$ cat src/design/eeprom_block_patch_decompressor_top_defines.svh
// ----------------------------------------------------------------------------
// EEPROM block patch decompressor assertion macros
// Concurrent assertion wrappers; empty when SYNTHESIS is defined.
// ----------------------------------------------------------------------------
`ifndef EEPROM_BLOCK_PATCH_DECOMPRESSOR_TOP_DEFINES_SVH
`define EEPROM_BLOCK_PATCH_DECOMPRESSOR_TOP_DEFINES_SVH

`ifndef SYNTHESIS

// same-cycle implication
`define EBPD_ASSERT_IMPLY(label, clk, rst, ante, cons) \
   label: assert property (@(posedge clk) disable iff (rst) (ante) |-> (cons)) \
      else $error("assertion failed");

// next-cycle implication
`define EBPD_ASSERT_NEXT(label, clk, rst, ante, cons) \
   label: assert property (@(posedge clk) disable iff (rst) (ante) |=> (cons)) \
      else $error("assertion failed");

`else

`define EBPD_ASSERT_IMPLY(label, clk, rst, ante, cons)
`define EBPD_ASSERT_NEXT(label, clk, rst, ante, cons)

`endif

`endif

$ cat src/design/ebpd_pkg.sv
// ----------------------------------------------------------------------------
// EEPROM block patch decompressor package
// Types, codes and constants shared by the decompressor modules.
// ----------------------------------------------------------------------------
package ebpd_pkg;

   localparam int MAX_IMAGE_BYTES = 4096;

   localparam logic [12:0] BOUND_MAX = 13'(MAX_IMAGE_BYTES);
   localparam logic [12:0] SPOT_MAX  = 13'h1fff;

   localparam logic [2:0] COMP_NONE  = 3'd0;
   localparam logic [2:0] COMP_BLOCK = 3'd3;

   localparam logic [1:0] CSR_COMP_CODE      = 2'd0;
   localparam logic [1:0] CSR_PAYLOAD_LENGTH = 2'd1;
   localparam logic [1:0] CSR_IMAGE_SIZE     = 2'd2;

   typedef enum logic [2:0] {
      PH_OFFSET = 3'b001,
      PH_LENGTH = 3'b010,
      PH_DATA   = 3'b100
   } phase_type;

   typedef enum logic [1:0] {
      ST_OK            = 2'd0,
      ST_SIZE_MISMATCH = 2'd1,
      ST_BAD_RESTORE   = 2'd2,
      ST_UNKNOWN_CODE  = 2'd3
   } status_type;

   typedef struct packed {
      logic [2:0]  comp_code;
      logic [10:0] payload_length;
      logic [12:0] image_size;
   } cfg_type;

   typedef struct packed {
      phase_type   phase;
      logic [12:0] spot;
      logic [7:0]  run_left;
      logic [10:0] byte_count;
      status_type  error;
   } state_type;

   typedef struct packed {
      logic        write_enable;
      logic [11:0] write_address;
      logic [7:0]  write_data;
      logic        block_done;
      status_type  status;
   } result_type;

   localparam cfg_type CFG_RESET = '{
      comp_code:      3'd0,
      payload_length: 11'd0,
      image_size:     13'd4096
   };

   localparam state_type STATE_RESET = '{
      phase:      PH_OFFSET,
      spot:       13'd0,
      run_left:   8'd0,
      byte_count: 11'd0,
      error:      ST_OK
   };

endpackage

$ cat src/design/ebpd_step.sv
// ----------------------------------------------------------------------------
// EEPROM block patch decompressor step logic
// Next state and result for one payload byte.
// ----------------------------------------------------------------------------
module ebpd_step (
   input  ebpd_pkg::cfg_type    cfg_i,
   input  ebpd_pkg::state_type  state_i,
   input  logic [7:0]           byte_i,
   output ebpd_pkg::state_type  state_o,
   output ebpd_pkg::result_type result_o
);
   import ebpd_pkg::*;

   logic [12:0] size;
   logic [13:0] spot_sum;
   logic [7:0]  run_dec;
   logic [11:0] count_inc;

   always_comb begin
      size      = (cfg_i.image_size > BOUND_MAX) ? BOUND_MAX : cfg_i.image_size;
      spot_sum  = {1'b0, state_i.spot} + {6'd0, byte_i};
      run_dec   = (state_i.run_left != 8'd0) ? state_i.run_left - 8'd1 : 8'd0;
      count_inc = {1'b0, state_i.byte_count} + 12'd1;

      state_o  = state_i;
      result_o = '0;

      if (state_i.error == ST_OK) begin
         case (cfg_i.comp_code)
            COMP_NONE: begin
               if ({2'b00, cfg_i.payload_length} != cfg_i.image_size) begin
                  state_o.error = ST_SIZE_MISMATCH;
               end else if ({2'b00, state_i.byte_count} < size) begin
                  result_o.write_enable  = 1'b1;
                  result_o.write_address = {1'b0, state_i.byte_count};
                  result_o.write_data    = byte_i;
               end
            end
            COMP_BLOCK: begin
               case (state_i.phase)
                  PH_LENGTH: begin
                     if (byte_i == 8'd0) begin
                        state_o.phase = PH_OFFSET;
                     end else if (spot_sum > {1'b0, size}) begin
                        state_o.error = ST_BAD_RESTORE;
                     end else begin
                        state_o.run_left = byte_i;
                        state_o.phase    = PH_DATA;
                     end
                  end
                  PH_DATA: begin
                     // spot < size <= 4096 here, so the low 12 bits are the address
                     if (state_i.spot < size) begin
                        result_o.write_enable  = 1'b1;
                        result_o.write_address = state_i.spot[11:0];
                        result_o.write_data    = byte_i;
                     end
                     if (state_i.spot < SPOT_MAX) begin
                        state_o.spot = state_i.spot + 13'd1;
                     end
                     state_o.run_left = run_dec;
                     if (run_dec == 8'd0) begin
                        state_o.phase = PH_OFFSET;
                     end
                  end
                  default: begin
                     state_o.spot  = (spot_sum > {1'b0, SPOT_MAX}) ? SPOT_MAX
                                                                   : spot_sum[12:0];
                     state_o.phase = PH_LENGTH;
                  end
               endcase
            end
            default: begin
               state_o.error = ST_UNKNOWN_CODE;
            end
         endcase
      end

      result_o.status     = state_o.error;
      result_o.block_done = (count_inc >= {1'b0, cfg_i.payload_length});

      // last byte of the block re-arms the whole state record
      if (result_o.block_done) begin
         state_o = STATE_RESET;
      end else begin
         state_o.byte_count = state_i.byte_count + 11'd1;
      end
   end

endmodule

$ cat src/design/eeprom_block_patch_decompressor_top.sv
// One payload byte per request, one result per request. A request is taken into an input
// register and its result lands in an output register when it can move, so the block
// sustains one byte per clock while the consumer does not stall; record phase, write spot,
// run count and byte count are updated together as the result is registered.
// While a result waits on a stalled consumer the input register can hold one more request.
// Configuration writes are taken in any cycle and must only be issued while idle.
`include "eeprom_block_patch_decompressor_top_defines.svh"

// ----------------------------------------------------------------------------
// EEPROM block patch decompressor
// Turns compressed block payload bytes into image write commands.
// ----------------------------------------------------------------------------
module eeprom_block_patch_decompressor_top (
   input  logic        clock,
   input  logic        reset,
   input  logic        csr_valid,
   output logic        csr_ready,
   input  logic [1:0]  csr_index,
   input  logic [12:0] csr_data,
   input  logic        req_valid,
   output logic        req_ready,
   input  logic [7:0]  req_in_byte,
   output logic        rsp_valid,
   input  logic        rsp_ready,
   output logic        rsp_write_enable,
   output logic [11:0] rsp_write_address,
   output logic [7:0]  rsp_write_data,
   output logic        rsp_block_done,
   output logic [1:0]  rsp_status
);
   import ebpd_pkg::*;

   cfg_type    cfg_ff, cfg_in;
   state_type  state_ff, state_in;
   state_type  state_next;
   result_type result_next;
   result_type rsp_ff, rsp_in;
   logic       req_valid_ff, req_valid_in;
   logic [7:0] req_byte_ff, req_byte_in;
   logic       rsp_valid_ff, rsp_valid_in;
   logic       move;

   assign csr_ready = 1'b1;

   always_comb begin
      cfg_in = cfg_ff;
      if (csr_valid) begin
         case (csr_index)
            CSR_COMP_CODE:      cfg_in.comp_code      = csr_data[2:0];
            CSR_PAYLOAD_LENGTH: cfg_in.payload_length = csr_data[10:0];
            CSR_IMAGE_SIZE:     cfg_in.image_size     = csr_data;
            default:            cfg_in = cfg_ff;
         endcase
      end
   end

   ebpd_step u_step (
      .cfg_i    (cfg_ff),
      .state_i  (state_ff),
      .byte_i   (req_byte_ff),
      .state_o  (state_next),
      .result_o (result_next)
   );

   // request moves into the result register when that register is free or draining
   assign move      = req_valid_ff && (!rsp_valid_ff || rsp_ready);
   assign req_ready = !req_valid_ff || move;

   always_comb begin
      req_valid_in = req_valid_ff;
      req_byte_in  = req_byte_ff;
      if (req_ready) begin
         req_valid_in = req_valid;
         req_byte_in  = req_in_byte;
      end

      rsp_valid_in = rsp_valid_ff;
      rsp_in       = rsp_ff;
      state_in     = state_ff;
      if (move) begin
         rsp_valid_in = 1'b1;
         rsp_in       = result_next;
         state_in     = state_next;
      end else if (rsp_ready) begin
         rsp_valid_in = 1'b0;
      end
   end

   always_ff @(posedge clock) begin
      if (reset) begin
         cfg_ff       <= CFG_RESET;
         state_ff     <= STATE_RESET;
         req_valid_ff <= 1'b0;
         rsp_valid_ff <= 1'b0;
      end else begin
         cfg_ff       <= cfg_in;
         state_ff     <= state_in;
         req_valid_ff <= req_valid_in;
         rsp_valid_ff <= rsp_valid_in;
      end
   end

   always_ff @(posedge clock) begin
      req_byte_ff <= req_byte_in;
      rsp_ff      <= rsp_in;
   end

   assign rsp_valid         = rsp_valid_ff;
   assign rsp_write_enable  = rsp_ff.write_enable;
   assign rsp_write_address = rsp_ff.write_address;
   assign rsp_write_data    = rsp_ff.write_data;
   assign rsp_block_done    = rsp_ff.block_done;
   assign rsp_status        = rsp_ff.status;

   `EBPD_ASSERT_IMPLY(a_idle_fields_zero, clock, reset,
      rsp_valid_ff && !rsp_ff.write_enable,
      rsp_ff.write_address == 12'd0 && rsp_ff.write_data == 8'd0)

   `EBPD_ASSERT_IMPLY(a_no_write_on_error, clock, reset,
      rsp_valid_ff && rsp_ff.status != ST_OK, !rsp_ff.write_enable)

   `EBPD_ASSERT_NEXT(a_rearm_after_done, clock, reset,
      move && result_next.block_done,
      state_ff.byte_count == 11'd0 && state_ff.error == ST_OK && state_ff.phase == PH_OFFSET)

   `EBPD_ASSERT_NEXT(a_error_latched, clock, reset,
      move && !result_next.block_done && state_ff.error != ST_OK,
      state_ff.error == $past(state_ff.error))

endmodule
$ cat config.mk
export PLATFORM = sky130hd
export DESIGN_NAME = eeprom_block_patch_decompressor_top
export DESIGN_NICKNAME = d
export VERILOG_FILES = /design/src/design/ebpd_pkg.sv /design/src/design/ebpd_step.sv /design/src/design/eeprom_block_patch_decompressor_top.sv
export VERILOG_INCLUDE_DIRS = /design/src /design/src/design
export SDC_FILE = /design/constraint.sdc
export NUM_CORES = 1
export LEC_CHECK = 0
export BUFFER_PORTS_ARGS = -buffer_cell sky130_fd_sc_hd__buf_2
export CAP_MARGIN = 30
export CORE_MARGIN = 5
export CORE_UTILIZATION = 25
export DETAILED_ROUTE_END_ITERATION = 12
export GPL_TIMING_DRIVEN = 1
export PLACE_DENSITY = 0.42
export SETUP_SLACK_MARGIN = 0.02
export SLEW_MARGIN = 20
export SYNTH_ARGS = -nofsm -noshare
export SYNTH_HDL_FRONTEND = slang
export SYNTH_HIERARCHICAL = 1
export SYNTH_SLANG_ARGS = --single-unit
$ cat constraint.sdc
create_clock -name clock -period 8.55 [get_ports clock]
set_clock_uncertainty 0.15 [all_clocks]
set_input_delay 0.4275 -clock clock [delete_from_list [all_inputs] [get_ports clock]]
set_output_delay 0.4275 -clock clock [all_outputs]
set_load 0.01 [all_outputs]
==> load_flow_metrics.sql, run 1 <==
INSERT INTO impl_metrics (metric_group, metric, value, unit) VALUES
('floorplan', 'dieWidth', '177.7', 'um'),
('setup_path', 'crit_required', '8.69', 'ns'),
('timing', 'final_period_minus_worst_setup_slack', '4.874', 'ns'),
('hold_path', 'min-delay-path-class', 'input port to register', ''),
('timing', 'setup_viol', '0', ''),
('floorplan', 'coreArea', '27780', 'um^2'),
('grt', 'grt_use_total', '0.1392', ''),
('synthesis', 'post_synth_instance_area', '7028', 'um^2'),
('grt', 'grt_max_degree', '105', ''),
('cts', 'cts_sinks', '98', ''),
('setup_path', 'timing.setup.critical_path_class', 'register to register', ''),
('cts', 'clock_latency', '0.37', 'ns'),
('power', 'cellPowerDensity', '131.4', 'nW/um^2'),
('cts', 'ctsResizeCount', '0', ''),
('timing', 'maxSlewViolCount', '0', ''),
('synthesis', 'synthesized_instance_count', '820', ''),
('cts', 'cts.clk_slew.worst_paths', '0.07', 'ns'),
('floorplan', 'die-height', '177.7', 'um'),
('synthesis', 'yosys_register_bits', '98', ''),
('timing', 'final_period_utilization', '0.5701', ''),
('cts', 'ctsLongestPathBuffers', '2', ''),
('placed_design', 'gp_congestion', '0.9046', ''),
('floorplan', 'rows', '61', ''),
('floorplan', 'start_util', '0.2530', ''),
('setup_path', 'worstSetupStartpoint', 'state_ff[21]$_SDFFE_PP0P_', ''),
('cts', 'clk_root_buffer_cell', 'sky130_fd_sc_hd__clkbuf_16', ''),
('placed_design', 'buffer_ports.inserted', '53', ''),
('synthesis', 'most_used_dff_post_synth', 'sky130_fd_sc_hd__dfxtp_1', ''),
('route', 'drt-vias-per-instance', '4.817', ''),
('cts', 'postCtsSetupRepairBufs', '0', ''),
('timing', 'fin_setup_tns', '0', 'ns'),
('timing', 'postLayoutSetupSlackWorst', '3.676', 'ns'),
('grt', 'met2_usage', '0.2144', ''),
('route', 'number_of_violations_reported_at_the_end_of_detailed_routing_iteration_0', '321', ''),
('cts', 'post_cts_hold_buffer_count', '0', ''),
('timing', 'worst-slew-pin-transition', '0.9112', 'ns'),
('hold_path', 'startpoint_of_the_lowest_slack_hold_path', 'req_in_byte[2]', ''),
('synthesis', 'postSynthAreaPerCell', '8.571', 'um^2'),
('grt', 'most_crowded_layer_after_global_routing', 'met2', ''),
('grt', 'grt.overflow.total', '0', ''),
('outcome', 'run_status', 'complete, no violations', ''),
('timing', 'unrepaired_setup_endpoints_after_global_routing', 'false', ''),
('setup_path', 'crit_path_end_kind', 'register', ''),
('grt', 'vias_in_the_first_global_route', '5766', ''),
('placed_design', 'dp.final_hpwl', '15740', 'um'),
('finish', 'area_delta_synth_final', '12.21', '%'),
('timing', 'final.hold.worst_slack', '0.08924', 'ns'),
('timing', 'fmaxAchievable', '205.2', 'MHz'),
('setup_path', 'r2r_start', 'state_ff[21]$_SDFFE_PP0P_', ''),
('finish', 'finish.utilization', '0.2839', ''),
('route', 'drt-pass1-iter-count', '5', ''),
('power', 'total_power', '1.037', 'mW'),
('route', 'via_count', '5930', ''),
('cts', 'cts_tree', 'done', ''),
('finish', 'final_layout_size_suffix_gt1_frac', '0.09613', ''),
('timing', 'max_slew_margin', '0.3925', ''),
('floorplan', 'design.die.area', '31560', 'um^2'),
('synthesis', 'async_reset_ff_frac', '0', ''),
('route', 'final_antenna_net_count', '0', ''),
('finish', 'fill_cells', '3012', ''),
('route', 'drt-wirelength-per-cell', '17.64', 'um'),
('synthesis', 'netlist-cell-type-count', '70', ''),
('power', 'ir_drop', '74.81', 'uV'),
('synthesis', 'synthesis.nets', '907', ''),
('cts', 'cts_max_level', '3', ''),
('run', 'max_cap_viol_count', '0', ''),
('route', 'drc_errors', '0', ''),
('finish', 'number_of_antenna_cells_inserted', '0', ''),
('grt', 'met1_usage', '0.2032', ''),
('power', 'leakagePower', '2.943', 'nW'),
('timing', 'final_hold_violation_count', '0', ''),
('floorplan', 'num_io_pins', '55', ''),
('setup_path', 'timing.critical_path.fanout_max', '9', ''),
('finish', 'total_number_of_nets_in_the_final_design', '935', ''),
('placed_design', 'dpl_worst_slack', '3.855', 'ns'),
('synthesis', 'synth_edf_count', '32', ''),
('grt', 'antenna_found_initial', '0', ''),
('grt', 'grt_first_pass_wirelength', '34130', 'um'),
('setup_path', 'crit_arrival', '5.02', 'ns'),
('route', 'routed_wirelength', '21710', 'um'),
('synthesis', 'synth_seq_area_share', '0.3247', ''),
('setup_path', 'crit_path_start_kind', 'register', ''),
('grt', 'use_met3', '0.01768', ''),
('cts', 'numCtsBuffers', '9', ''),
('synthesis', 'synthesis.yosys.warnings', '6', '');
## kinds of logic after synthesis
family / count (synthesis) / synth area share
flip-flops: 98 / 0.3247
AO/OA/AOI/OAI: 179 / 0.1658
other: 1 / 0.0005336
adder cells (fa/ha/maj): 59 / 0.1061
multiplexers: 44 / 0.06284
AND/OR/NAND/NOR: 343 / 0.2564
XOR/XNOR: 32 / 0.03988
buffers and inverters: 64 / 0.04380
## final cells by class
type	instances	area [um^2]	share of cell area
Clock inverter	7	71.32	0.009043
Clock buffer	9	225.2	0.02856
Inverter	21	78.83	0.009995
Timing Repair Buffer	60	317.8	0.04030
Tap cell	378	473.0	0.05997
Multi-Input combinational cell	658	4438	0.5627
Sequential cell	98	2282	0.2894
## cells in the final DEF (no fill, tap or decap), types with 18 or more instances in the layout
master,count
sky130_fd_sc_hd__nand2_1,100
sky130_fd_sc_hd__nand3_1,25
sky130_fd_sc_hd__nor2b_1,22
sky130_fd_sc_hd__nor2_1,46
sky130_fd_sc_hd__dfxtp_1,66
sky130_fd_sc_hd__edfxtp_1,32
sky130_fd_sc_hd__xor2_1,18
sky130_fd_sc_hd__buf_2,53
sky130_fd_sc_hd__ha_1,58
sky130_fd_sc_hd__a21oi_1,64
sky130_fd_sc_hd__mux2i_1,43
sky130_fd_sc_hd__inv_1,21
sky130_fd_sc_hd__nand2b_1,77
## power by group
| group | leakage [nW] | internal, mW | switching, mW | total (mW) |
|---|---|---|---|---|
| clock network | 0.147 | 0.207 | 0.211 | 0.418 |
| registers | 0.843 | 0.493 | 0.0125 | 0.506 |
| logic | 1.95 | 0.0430 | 0.0703 | 0.113 |
| total | 2.94 | 0.743 | 0.294 | 1.04 |
## metal layers
metal	wire length [um]	up-vias	part of all wire
met2	9451	143	0.44
met5	0	-	0
met3	817	18	0.038
met4	313	0	0.014
met1	11130	2782	0.51
li1	-	2987	-
## registers in the layout, summed over array words and instances (netlist names)
signal             cells
rsp_status             2
rsp_write_enable       1
rsp_block_done         1
rsp_write_address     12
rsp_valid              1
state_ff              37
req_valid_ff           1
rsp_write_data         8
cfg_ff                27
req_byte_ff            8
## worst max-delay path, stage by stage (launching register included)
cell,delay [ns]
sky130_fd_sc_hd__dfxtp_1,0.44
sky130_fd_sc_hd__ha_1,0.29
sky130_fd_sc_hd__fa_1,0.41
sky130_fd_sc_hd__a21o_1,0.21
sky130_fd_sc_hd__a221oi_1,0.44
sky130_fd_sc_hd__o21ai_1,0.27
sky130_fd_sc_hd__nand4_1,0.22
sky130_fd_sc_hd__xnor2_1,0.10
sky130_fd_sc_hd__ha_1,0.32
sky130_fd_sc_hd__nand3_1,0.13
sky130_fd_sc_hd__nor3_1,0.34
sky130_fd_sc_hd__nand4_1,0.18
sky130_fd_sc_hd__o31a_1,0.17
sky130_fd_sc_hd__nor3_2,0.50
sky130_fd_sc_hd__a21oi_1,0.14
sky130_fd_sc_hd__o32ai_1,0.29
sky130_fd_sc_hd__nand2b_1,0.09
sky130_fd_sc_hd__mux2i_1,0.13
## Yosys cell counts (all sizes together) (4+ instances only)
cell type / number / share of area
a22o: 11 / 0.014
xor2: 18 / 0.022
nor2: 46 / 0.025
o21a: 4 / 0.0043
ha: 58 / 0.10
clkbuf: 25 / 0.013
dfxtp: 66 / 0.19
a211oi: 10 / 0.011
nor4: 6 / 0.0053
nor2b: 24 / 0.024
a21o: 16 / 0.017
o21ai: 26 / 0.019
a31oi: 7 / 0.0062
and2: 10 / 0.0089
edfxtp: 32 / 0.14
inv: 21 / 0.011
and4: 6 / 0.0075
nand3: 25 / 0.018
xnor2: 14 / 0.017
o32ai: 4 / 0.0050
buf: 18 / 0.019
nor3: 13 / 0.010
and3: 8 / 0.0071
nand4: 10 / 0.0089
nand2b: 77 / 0.069
nand2: 100 / 0.053
mux2i: 43 / 0.061
a21oi: 64 / 0.046
## per-stage QoR
stage / cells / instance area [um^2]
5_1_grt: 1231 / 7886
4_1_cts: 1231 / 7886
2_1_floorplan: 820 / 7028
6_report: 1231 / 7886
3_3_place_gp: 1215 / 7590
3_5_place_dp: 1215 / 7590
## worst paths after layout
path,endpoint,depth (start not counted),slack [ns]
hold / removal,req_byte_ff[2]$_DFFE_PP_,1,0.09
hold reg to reg,cfg_ff[11]$_SDFFE_PP0P_,2,0.33
setup / recovery,state_ff[20]$_SDFFE_PP0P_,17,3.68
setup reg to reg,state_ff[20]$_SDFFE_PP0P_,17,3.68
Note: power is estimated with default switching activity, not from simulation.
==> inputs of run 2 (changes only) <==
==> constraint.sdc (replaced) <==
create_clock -name clock -period 4.7 [get_ports clock]
set_clock_uncertainty 0.15 [all_clocks]
set_input_delay 0.235 -clock clock [delete_from_list [all_inputs] [get_ports clock]]
set_output_delay 0.235 -clock clock [all_outputs]
set_load 0.01 [all_outputs]
==> load_flow_metrics.sql, run 2 (synthesis results as in run 1) <==
INSERT INTO impl_metrics (metric_group, metric, value, unit) VALUES
('floorplan', 'num_io_pins', '55', ''),
('route', 'via_count', '6019', ''),
('route', 'number_of_violations_reported_at_the_end_of_detailed_routing_iteration_0', '370', ''),
('setup_path', 'critPathCapture', 'state_ff[17]$_SDFFE_PP0P_', ''),
('finish', 'most_common_library_cell_in_the_layout_ignoring_fill_and_taps', 'sky130_fd_sc_hd__nand2_1', ''),
('placed_design', 'buffer_ports.inserted', '53', ''),
('cts', 'clk_root_buffer_cell', 'sky130_fd_sc_hd__clkbuf_16', ''),
('grt', 'met2_usage', '0.2187', ''),
('floorplan', 'coreArea', '27780', 'um^2'),
('power', 'leakagePower', '3.129', 'nW'),
('finish', 'number_of_antenna_cells_inserted', '0', ''),
('timing', 'fin_setup_tns', '0', 'ns'),
('hold_path', 'min-delay-path-class', 'input port to register', ''),
('cts', 'postCtsSetupRepairBufs', '0', ''),
('placed_design', 'gp_congestion', '0.8386', ''),
('grt', 'most_crowded_layer_after_global_routing', 'met2', ''),
('power', 'cellPowerDensity', '231.8', 'nW/um^2'),
('floorplan', 'start_util', '0.2530', ''),
('route', 'drt-vias-per-instance', '4.736', ''),
('grt', 'grt_use_total', '0.1379', ''),
('grt', 'vias_in_the_first_global_route', '5876', ''),
('setup_path', 'timing.setup.critical_path_class', 'register to register', ''),
('cts', 'cts_max_level', '3', ''),
('outcome', 'run_status', 'complete, no violations', ''),
('timing', 'setup_viol', '0', ''),
('floorplan', 'design.die.area', '31560', 'um^2'),
('power', 'total_power', '1.912', 'mW'),
('route', 'drc_errors', '0', ''),
('floorplan', 'die-height', '177.7', 'um'),
('finish', 'regMostFlops', 'state_ff', ''),
('cts', 'numCtsBuffers', '9', ''),
('finish', 'total_number_of_nets_in_the_final_design', '975', ''),
('cts', 'cts.clk_slew.worst_paths', '0.08', 'ns'),
('placed_design', 'dp.final_hpwl', '16350', 'um'),
('grt', 'antenna_found_initial', '0', ''),
('timing', 'maxSlewViolCount', '0', ''),
('cts', 'cts_tree', 'done', ''),
('setup_path', 'crit_path_start_kind', 'register', ''),
('timing', 'max_slew_margin', '0.4273', ''),
('grt', 'grt_max_degree', '60', ''),
('setup_path', 'crit_required', '4.84', 'ns'),
('cts', 'cts_sinks', '98', ''),
('finish', 'largest_register_ffs', '37', ''),
('route', 'routed_wirelength', '21470', 'um'),
('timing', 'unrepaired_setup_endpoints_after_global_routing', 'false', ''),
('grt', 'grt_first_pass_wirelength', '33860', 'um'),
('finish', 'finish.utilization', '0.2969', ''),
('setup_path', 'worst_r2r_endpoint', 'state_ff[17]$_SDFFE_PP0P_', ''),
('route', 'drt-pass1-iter-count', '5', ''),
('run', 'max_cap_viol_count', '0', ''),
('cts', 'ctsLongestPathBuffers', '2', ''),
('grt', 'grt.overflow.total', '0', ''),
('floorplan', 'dieWidth', '177.7', 'um'),
('setup_path', 'rrSetupSlack', '0.38', 'ns'),
('setup_path', 'worstSetupStartpoint', 'req_byte_ff[0]$_DFFE_PP_', ''),
('timing', 'final_period_utilization', '0.9184', ''),
('finish', 'layout.cells.most_common_list', 'sky130_fd_sc_hd__nand2_1, sky130_fd_sc_hd__nand2b_1, sky130_fd_sc_hd__dfxtp_1', ''),
('timing', 'fmaxAchievable', '231.7', 'MHz'),
('grt', 'met1_usage', '0.1945', ''),
('setup_path', 'crit_arrival', '4.46', 'ns'),
('timing', 'final_period_minus_worst_setup_slack', '4.316', 'ns'),
('floorplan', 'rows', '61', ''),
('timing', 'worst-slew-pin-transition', '0.8591', 'ns'),
('setup_path', 'timing.critical_path.fanout_max', '7', ''),
('cts', 'clock_latency', '0.37', 'ns'),
('hold_path', 'worstHoldPathCells', '4', ''),
('route', 'final_antenna_net_count', '0', ''),
('route', 'drt-wirelength-per-cell', '16.89', 'um'),
('timing', 'final_hold_violation_count', '0', ''),
('setup_path', 'crit_path_end_kind', 'register', ''),
('setup_path', 'worstRegToRegCells', '18', ''),
('finish', 'final_layout_size_suffix_gt1_frac', '0.1131', ''),
('grt', 'use_met3', '0.01939', ''),
('setup_path', 'r2r_start', 'req_byte_ff[0]$_DFFE_PP_', ''),
('finish', 'area_delta_synth_final', '17.38', '%'),
('power', 'ir_drop', '122.0', 'uV');
## run 2: metal layers
metal  routed length [um]  vias to the layer above
li1                     -                     3075
met4                  384                        0
met2                 9641                       96
met5                    0                        -
met3                  650                       21
met1                10790                     2827
## run 2: worst min path at each step
| stage | startpoint | endpoint | slack (ns) |
|---|---|---|---|
| after floorplan | req_in_byte[0] | req_byte_ff[0]$_DFFE_PP_ | 0.18 |
| after global placement | req_in_byte[6] | req_byte_ff[6]$_DFFE_PP_ | 0.26 |
| after detailed placement | req_in_byte[6] | req_byte_ff[6]$_DFFE_PP_ | 0.26 |
| after CTS | rsp_ready | rsp_valid$_SDFFE_PP0P_ | 0.02 |
| after global routing | rsp_ready | rsp_valid$_SDFFE_PP0P_ | 0.07 |
| final | rsp_ready | rsp_valid$_SDFFE_PP0P_ | 0.04 |
## run 2: worst max-delay path: stages (launching register included)
cell and delay, ns:
sky130_fd_sc_hd__edfxtp_1 0.39, sky130_fd_sc_hd__ha_1 0.22, sky130_fd_sc_hd__fa_1 0.41, sky130_fd_sc_hd__a21o_1 0.21
sky130_fd_sc_hd__a221oi_1 0.40, sky130_fd_sc_hd__o21ai_1 0.25, sky130_fd_sc_hd__nand4_1 0.22, sky130_fd_sc_hd__xnor2_1 0.09
sky130_fd_sc_hd__ha_1 0.31, sky130_fd_sc_hd__nand3_1 0.12, sky130_fd_sc_hd__nor3_2 0.26, sky130_fd_sc_hd__nand4_1 0.15
sky130_fd_sc_hd__o31a_1 0.17, sky130_fd_sc_hd__nor3_2 0.16, sky130_fd_sc_hd__buf_4 0.17, sky130_fd_sc_hd__a21oi_1 0.07
sky130_fd_sc_hd__o32ai_1 0.29, sky130_fd_sc_hd__nand2b_1 0.08, sky130_fd_sc_hd__mux2i_1 0.13
## run 2: final cells by class
type                            count  area (um^2)
Clock inverter                      7        73.82
Clock buffer                        9        225.2
Inverter                           21        78.83
Multi-Input combinational cell    658         4443
Timing Repair Buffer              100        673.1
Tap cell                          378        473.0
Sequential cell                    98         2282
Fill cell                        3016        19530
## run 2: power breakdown
part / leakage [nW] / switching, mW / internal, mW
sequential: 0.843 / 0.0192 / 0.897
combinational: 2.14 / 0.136 / 0.0973
clock: 0.148 / 0.383 / 0.380
total: 3.13 / 0.538 / 1.37
## run 2: per-stage QoR
stage	instances	area [um^2]	setup slack [ns]	hold slack [ns]
2_1_floorplan	820	7028	0.6732	0.1839
3_3_place_gp	1233	7725	0.4059	0.2629
3_5_place_dp	1233	7725	0.3350	0.2631
4_1_cts	1271	8244	0.2915	0.02322
5_1_grt	1271	8249	0.05752	0.06663
6_report	1271	8249	0.3836	0.03662
## run 2: what timing repair did
action / 4_1_cts / 5_1_grt
endpoints found under the hold margin: 35 / 0
endpoints found under the setup margin: 0 / 5
resized for setup: 0 / 1
hold buffers: 22 / 0
==> inputs of run 3 (changes only) <==
--- a/config.mk
+++ b/config.mk
@@ -17,5 +17,4 @@
 export SLEW_MARGIN = 20
 export SYNTH_ARGS = -nofsm -noshare
 export SYNTH_HDL_FRONTEND = slang
-export SYNTH_HIERARCHICAL = 1
 export SYNTH_SLANG_ARGS = --single-unit
==> load_flow_metrics.sql, run 3 <==
INSERT INTO impl_metrics (metric_group, metric, value, unit) VALUES
('synthesis', 'post_synth_instance_area', '6300', 'um^2'),
('synthesis', 'most_used_dff_post_synth', 'sky130_fd_sc_hd__dfxtp_1', ''),
('finish', 'most_common_library_cell_in_the_layout_ignoring_fill_and_taps', 'sky130_fd_sc_hd__nand2_1', ''),
('synthesis', 'synthesized_instance_count', '712', ''),
('synthesis', 'synth_most_common_cell', 'sky130_fd_sc_hd__nand2_1', ''),
('timing', 'fmaxAchievable', '237.8', 'MHz'),
('synthesis', 'synthesis.yosys.warnings', '0', ''),
('route', 'routed_wirelength', '18570', 'um'),
('power', 'cellPowerDensity', '264.5', 'nW/um^2'),
('finish', 'total_number_of_nets_in_the_final_design', '871', ''),
('floorplan', 'design.die.area', '28470', 'um^2'),
('grt', 'antenna_found_initial', '0', ''),
('route', 'via_count', '5316', ''),
('setup_path', 'crit_path_end_kind', 'register', ''),
('floorplan', 'num_io_pins', '55', ''),
('route', 'drt-pass1-iter-count', '5', ''),
('cts', 'clk_root_buffer_cell', 'sky130_fd_sc_hd__clkbuf_16', ''),
('floorplan', 'start_util', '0.2524', ''),
('setup_path', 'worstSetupStartpoint', 'req_byte_ff[0]$_DFFE_PP_', ''),
('setup_path', 'crit_required', '4.85', 'ns'),
('finish', 'number_of_antenna_cells_inserted', '0', ''),
('placed_design', 'placed_area', '6978', 'um^2'),
('setup_path', 'worst_r2r_endpoint', 'state_ff[1]$_SDFFE_PP0P_', ''),
('timing', 'final.hold.worst_slack', '0.01269', 'ns'),
('timing', 'final_period_minus_worst_setup_slack', '4.205', 'ns'),
('route', 'number_of_violations_reported_at_the_end_of_detailed_routing_iteration_0', '419', ''),
('timing', 'fin_setup_tns', '0', 'ns'),
('grt', 'grt.overflow.total', '0', ''),
('hold_path', 'min-delay-path-class', 'input port to register', ''),
('timing', 'max_slew_margin', '0.4549', ''),
('placed_design', 'gp_congestion', '0.8016', ''),
('finish', 'final_layout_size_suffix_gt1_frac', '0.1255', ''),
('route', 'drc_errors', '0', ''),
('synthesis', 'async_reset_ff_frac', '0', ''),
('cts', 'clock_latency', '0.36', 'ns'),
('floorplan', 'rows', '58', ''),
('synthesis', 'postSynthAreaPerCell', '8.848', 'um^2'),
('hold_path', 'worstHoldPathCells', '3', ''),
('cts', 'ctsLongestPathBuffers', '2', ''),
('power', 'power_switching_share', '0.2611', ''),
('synthesis', 'netlist_top_cells_count', 'sky130_fd_sc_hd__nand2_1, sky130_fd_sc_hd__dfxtp_1, sky130_fd_sc_hd__nor2_1, sky130_fd_sc_hd__ha_1, sky130_fd_sc_hd__a21oi_1', ''),
('setup_path', 'timing.critical_path.fanout_max', '7', ''),
('finish', 'finish.instance_area', '7500', 'um^2'),
('synthesis', 'synth_edf_count', '32', ''),
('power', 'share_comb_of_total_power', '0.125', ''),
('power', 'leakagePower', '3.194', 'nW'),
('power', 'ir_drop', '172.8', 'uV'),
('timing', 'final_period_utilization', '0.8946', ''),
('floorplan', 'coreArea', '24960', 'um^2'),
('synthesis', 'synth_seq_area_share', '0.3623', ''),
('power', 'power_frac_clock', '0.411', ''),
('setup_path', 'timing.setup.critical_path_class', 'register to register', ''),
('hold_path', 'startpoint_of_the_lowest_slack_hold_path', 'csr_data[2]', ''),
('timing', 'unrepaired_setup_endpoints_after_global_routing', 'false', ''),
('power', 'intPower', '1.466', 'mW'),
('outcome', 'run_status', 'complete, no violations', ''),
('run', 'max_cap_viol_count', '0', ''),
('cts', 'cts_max_level', '3', ''),
('cts', 'cts_sinks', '98', ''),
('cts', 'postCtsSetupRepairBufs', '0', ''),
('finish', 'regMostFlops', 'state_ff', ''),
('timing', 'worst-slew-pin-transition', '0.8153', 'ns'),
('setup_path', 'rrSetupSlack', '0.50', 'ns'),
('placed_design', 'buffer_ports.inserted', '53', ''),
('synthesis', 'netlist-cell-type-count', '70', ''),
('grt', 'grt_use_total', '0.1334', ''),
('floorplan', 'die-height', '168.7', 'um'),
('grt', 'grt_first_pass_wirelength', '29950', 'um'),
('finish', 'finish.utilization', '0.3004', ''),
('cts', 'numCtsBuffers', '9', ''),
('finish', 'layout.cells.most_common_list', 'sky130_fd_sc_hd__nand2_1, sky130_fd_sc_hd__dfxtp_1, sky130_fd_sc_hd__nor2_1', ''),
('finish', 'area_delta_synth_final', '19.05', '%'),
('setup_path', 'crit_path_start_kind', 'register', ''),
('synthesis', 'yosys_register_bits', '98', ''),
('timing', 'maxSlewViolCount', '0', ''),
('power', 'seqPwrFrac', '0.465', ''),
('synthesis', 'synthesis.nets', '799', ''),
('synthesis', 'synth.largest_area_cell', 'sky130_fd_sc_hd__dfxtp_1', ''),
('floorplan', 'dieWidth', '168.7', 'um'),
('setup_path', 'crit_arrival', '4.36', 'ns'),
('timing', 'setup_viol', '0', ''),
('grt', 'grt_max_degree', '39', ''),
('placed_design', 'dp.final_hpwl', '14150', 'um'),
('cts', 'cts.clk_slew.worst_paths', '0.07', 'ns'),
('setup_path', 'worstRegToRegCells', '17', ''),
('timing', 'final_hold_violation_count', '0', ''),
('synthesis', 'synth_top_area_share', '0.2097', ''),
('finish', 'largest_register_ffs', '37', ''),
('route', 'final_antenna_net_count', '0', ''),
('route', 'drt-vias-per-instance', '4.751', ''),
('synthesis', 'synth_top_area_cells', 'sky130_fd_sc_hd__dfxtp_1, sky130_fd_sc_hd__edfxtp_1, sky130_fd_sc_hd__ha_1', ''),
('cts', 'cts_tree', 'done', ''),
('hold_path', 'hold_path_end', 'cfg_ff[2]$_SDFFE_PP0P_', ''),
('route', 'drt-wirelength-per-cell', '16.59', 'um'),
('grt', 'vias_in_the_first_global_route', '5105', ''),
('setup_path', 'r2r_start', 'req_byte_ff[0]$_DFFE_PP_', ''),
('power', 'p_switching', '0.5181', 'mW');
run 3: layout make-up:
cell class / count / area [um^2]
clock buffers: 10 / 229.0
flip-flops and latches: 98 / 2282
clock inverters: 6 / 88.84
fillers: 2691 / 17460
repair buffers: 89 / 585.6
multi-input cells: 558 / 3794
well taps: 330 / 412.9
inverters: 28 / 107.6
run 3: power groups by stage:
stage / combinational [mW] / clock [mW] / sequential (mW)
after floorplan: 0.145 / 0 / 0.940
after global placement: 0.237 / 0 / 0.942
after detailed placement: 0.236 / 0 / 0.943
after CTS: 0.249 / 0.841 / 0.923
after global routing: 0.277 / 0.883 / 0.926
final: 0.247 / 0.814 / 0.922
run 3: stage by stage:
stage | power [mW] | setup WS [ns] | instances
after floorplan | 1.085 | 0.9743 | 712
final | 1.984 | 0.4955 | 1119
after global placement | 1.178 | 0.4874 | 1083
after CTS | 2.013 | 0.3788 | 1119
after detailed placement | 1.178 | 0.4147 | 1083
after global routing | 2.086 | 0.1265 | 1119
run 3: layer usage:
metal  GRT usage  part of all wire  up-vias
met3     0.02242             0.036       19
met4     0.04199             0.017        0
met1      0.1974              0.51     2481
met5           0                 0        -
met2      0.1971              0.44      105
li1            -                 -     2711
run 3: worst max path at each step:
stage                          endpoint  cells after the start
2_1_floorplan   rsp_status[1]$_DFFE_PP_                     16
3_3_place_gp   state_ff[1]$_SDFFE_PP0P_                     17
3_5_place_dp   state_ff[1]$_SDFFE_PP0P_                     17
4_1_cts        state_ff[1]$_SDFFE_PP0P_                     17
5_1_grt        state_ff[1]$_SDFFE_PP0P_                     17
6_report       state_ff[1]$_SDFFE_PP0P_                     17
run 3: what timing repair did:
item | CTS | global route
hold buffers | 20 | 0
endpoints found under the setup margin | 0 | 1
resized for setup | 0 | 1
endpoints found under the hold margin | 30 | 0
run 3: worst max-delay path: stages (launching register included):
cell                        delay, ns
sky130_fd_sc_hd__edfxtp_1        0.40
sky130_fd_sc_hd__ha_1            0.18
sky130_fd_sc_hd__inv_1           0.05
sky130_fd_sc_hd__fa_1            0.40
sky130_fd_sc_hd__nor2b_1         0.12
sky130_fd_sc_hd__o21ai_0         0.11
sky130_fd_sc_hd__a21oi_1         0.27
sky130_fd_sc_hd__o21ai_2         0.18
sky130_fd_sc_hd__nor2_1          0.28
sky130_fd_sc_hd__xor2_1          0.12
sky130_fd_sc_hd__ha_1            0.29
sky130_fd_sc_hd__nand3_1         0.08
sky130_fd_sc_hd__nor3_1          0.27
sky130_fd_sc_hd__o31ai_1         0.11
sky130_fd_sc_hd__a22oi_1         0.29
sky130_fd_sc_hd__o21ai_0         0.22
sky130_fd_sc_hd__a2111oi_0       0.44
sky130_fd_sc_hd__o31a_1          0.18
run 3: kinds of logic (layout without fill, tap and decap cells):
logic type | after synthesis | count (layout) | synth area share
AND/OR/NAND/NOR | 272 | 272 | 0.2133
AO/OA/AOI/OAI | 160 | 160 | 0.1730
flip-flops | 98 | 98 | 0.3623
adder cells (fa/ha/maj) | 59 | 59 | 0.1184
buffers and inverters | 56 | 133 | 0.03615
XOR/XNOR | 43 | 43 | 0.05978
multiplexers | 23 | 23 | 0.03654
other | 1 | 1 | 0.0005953
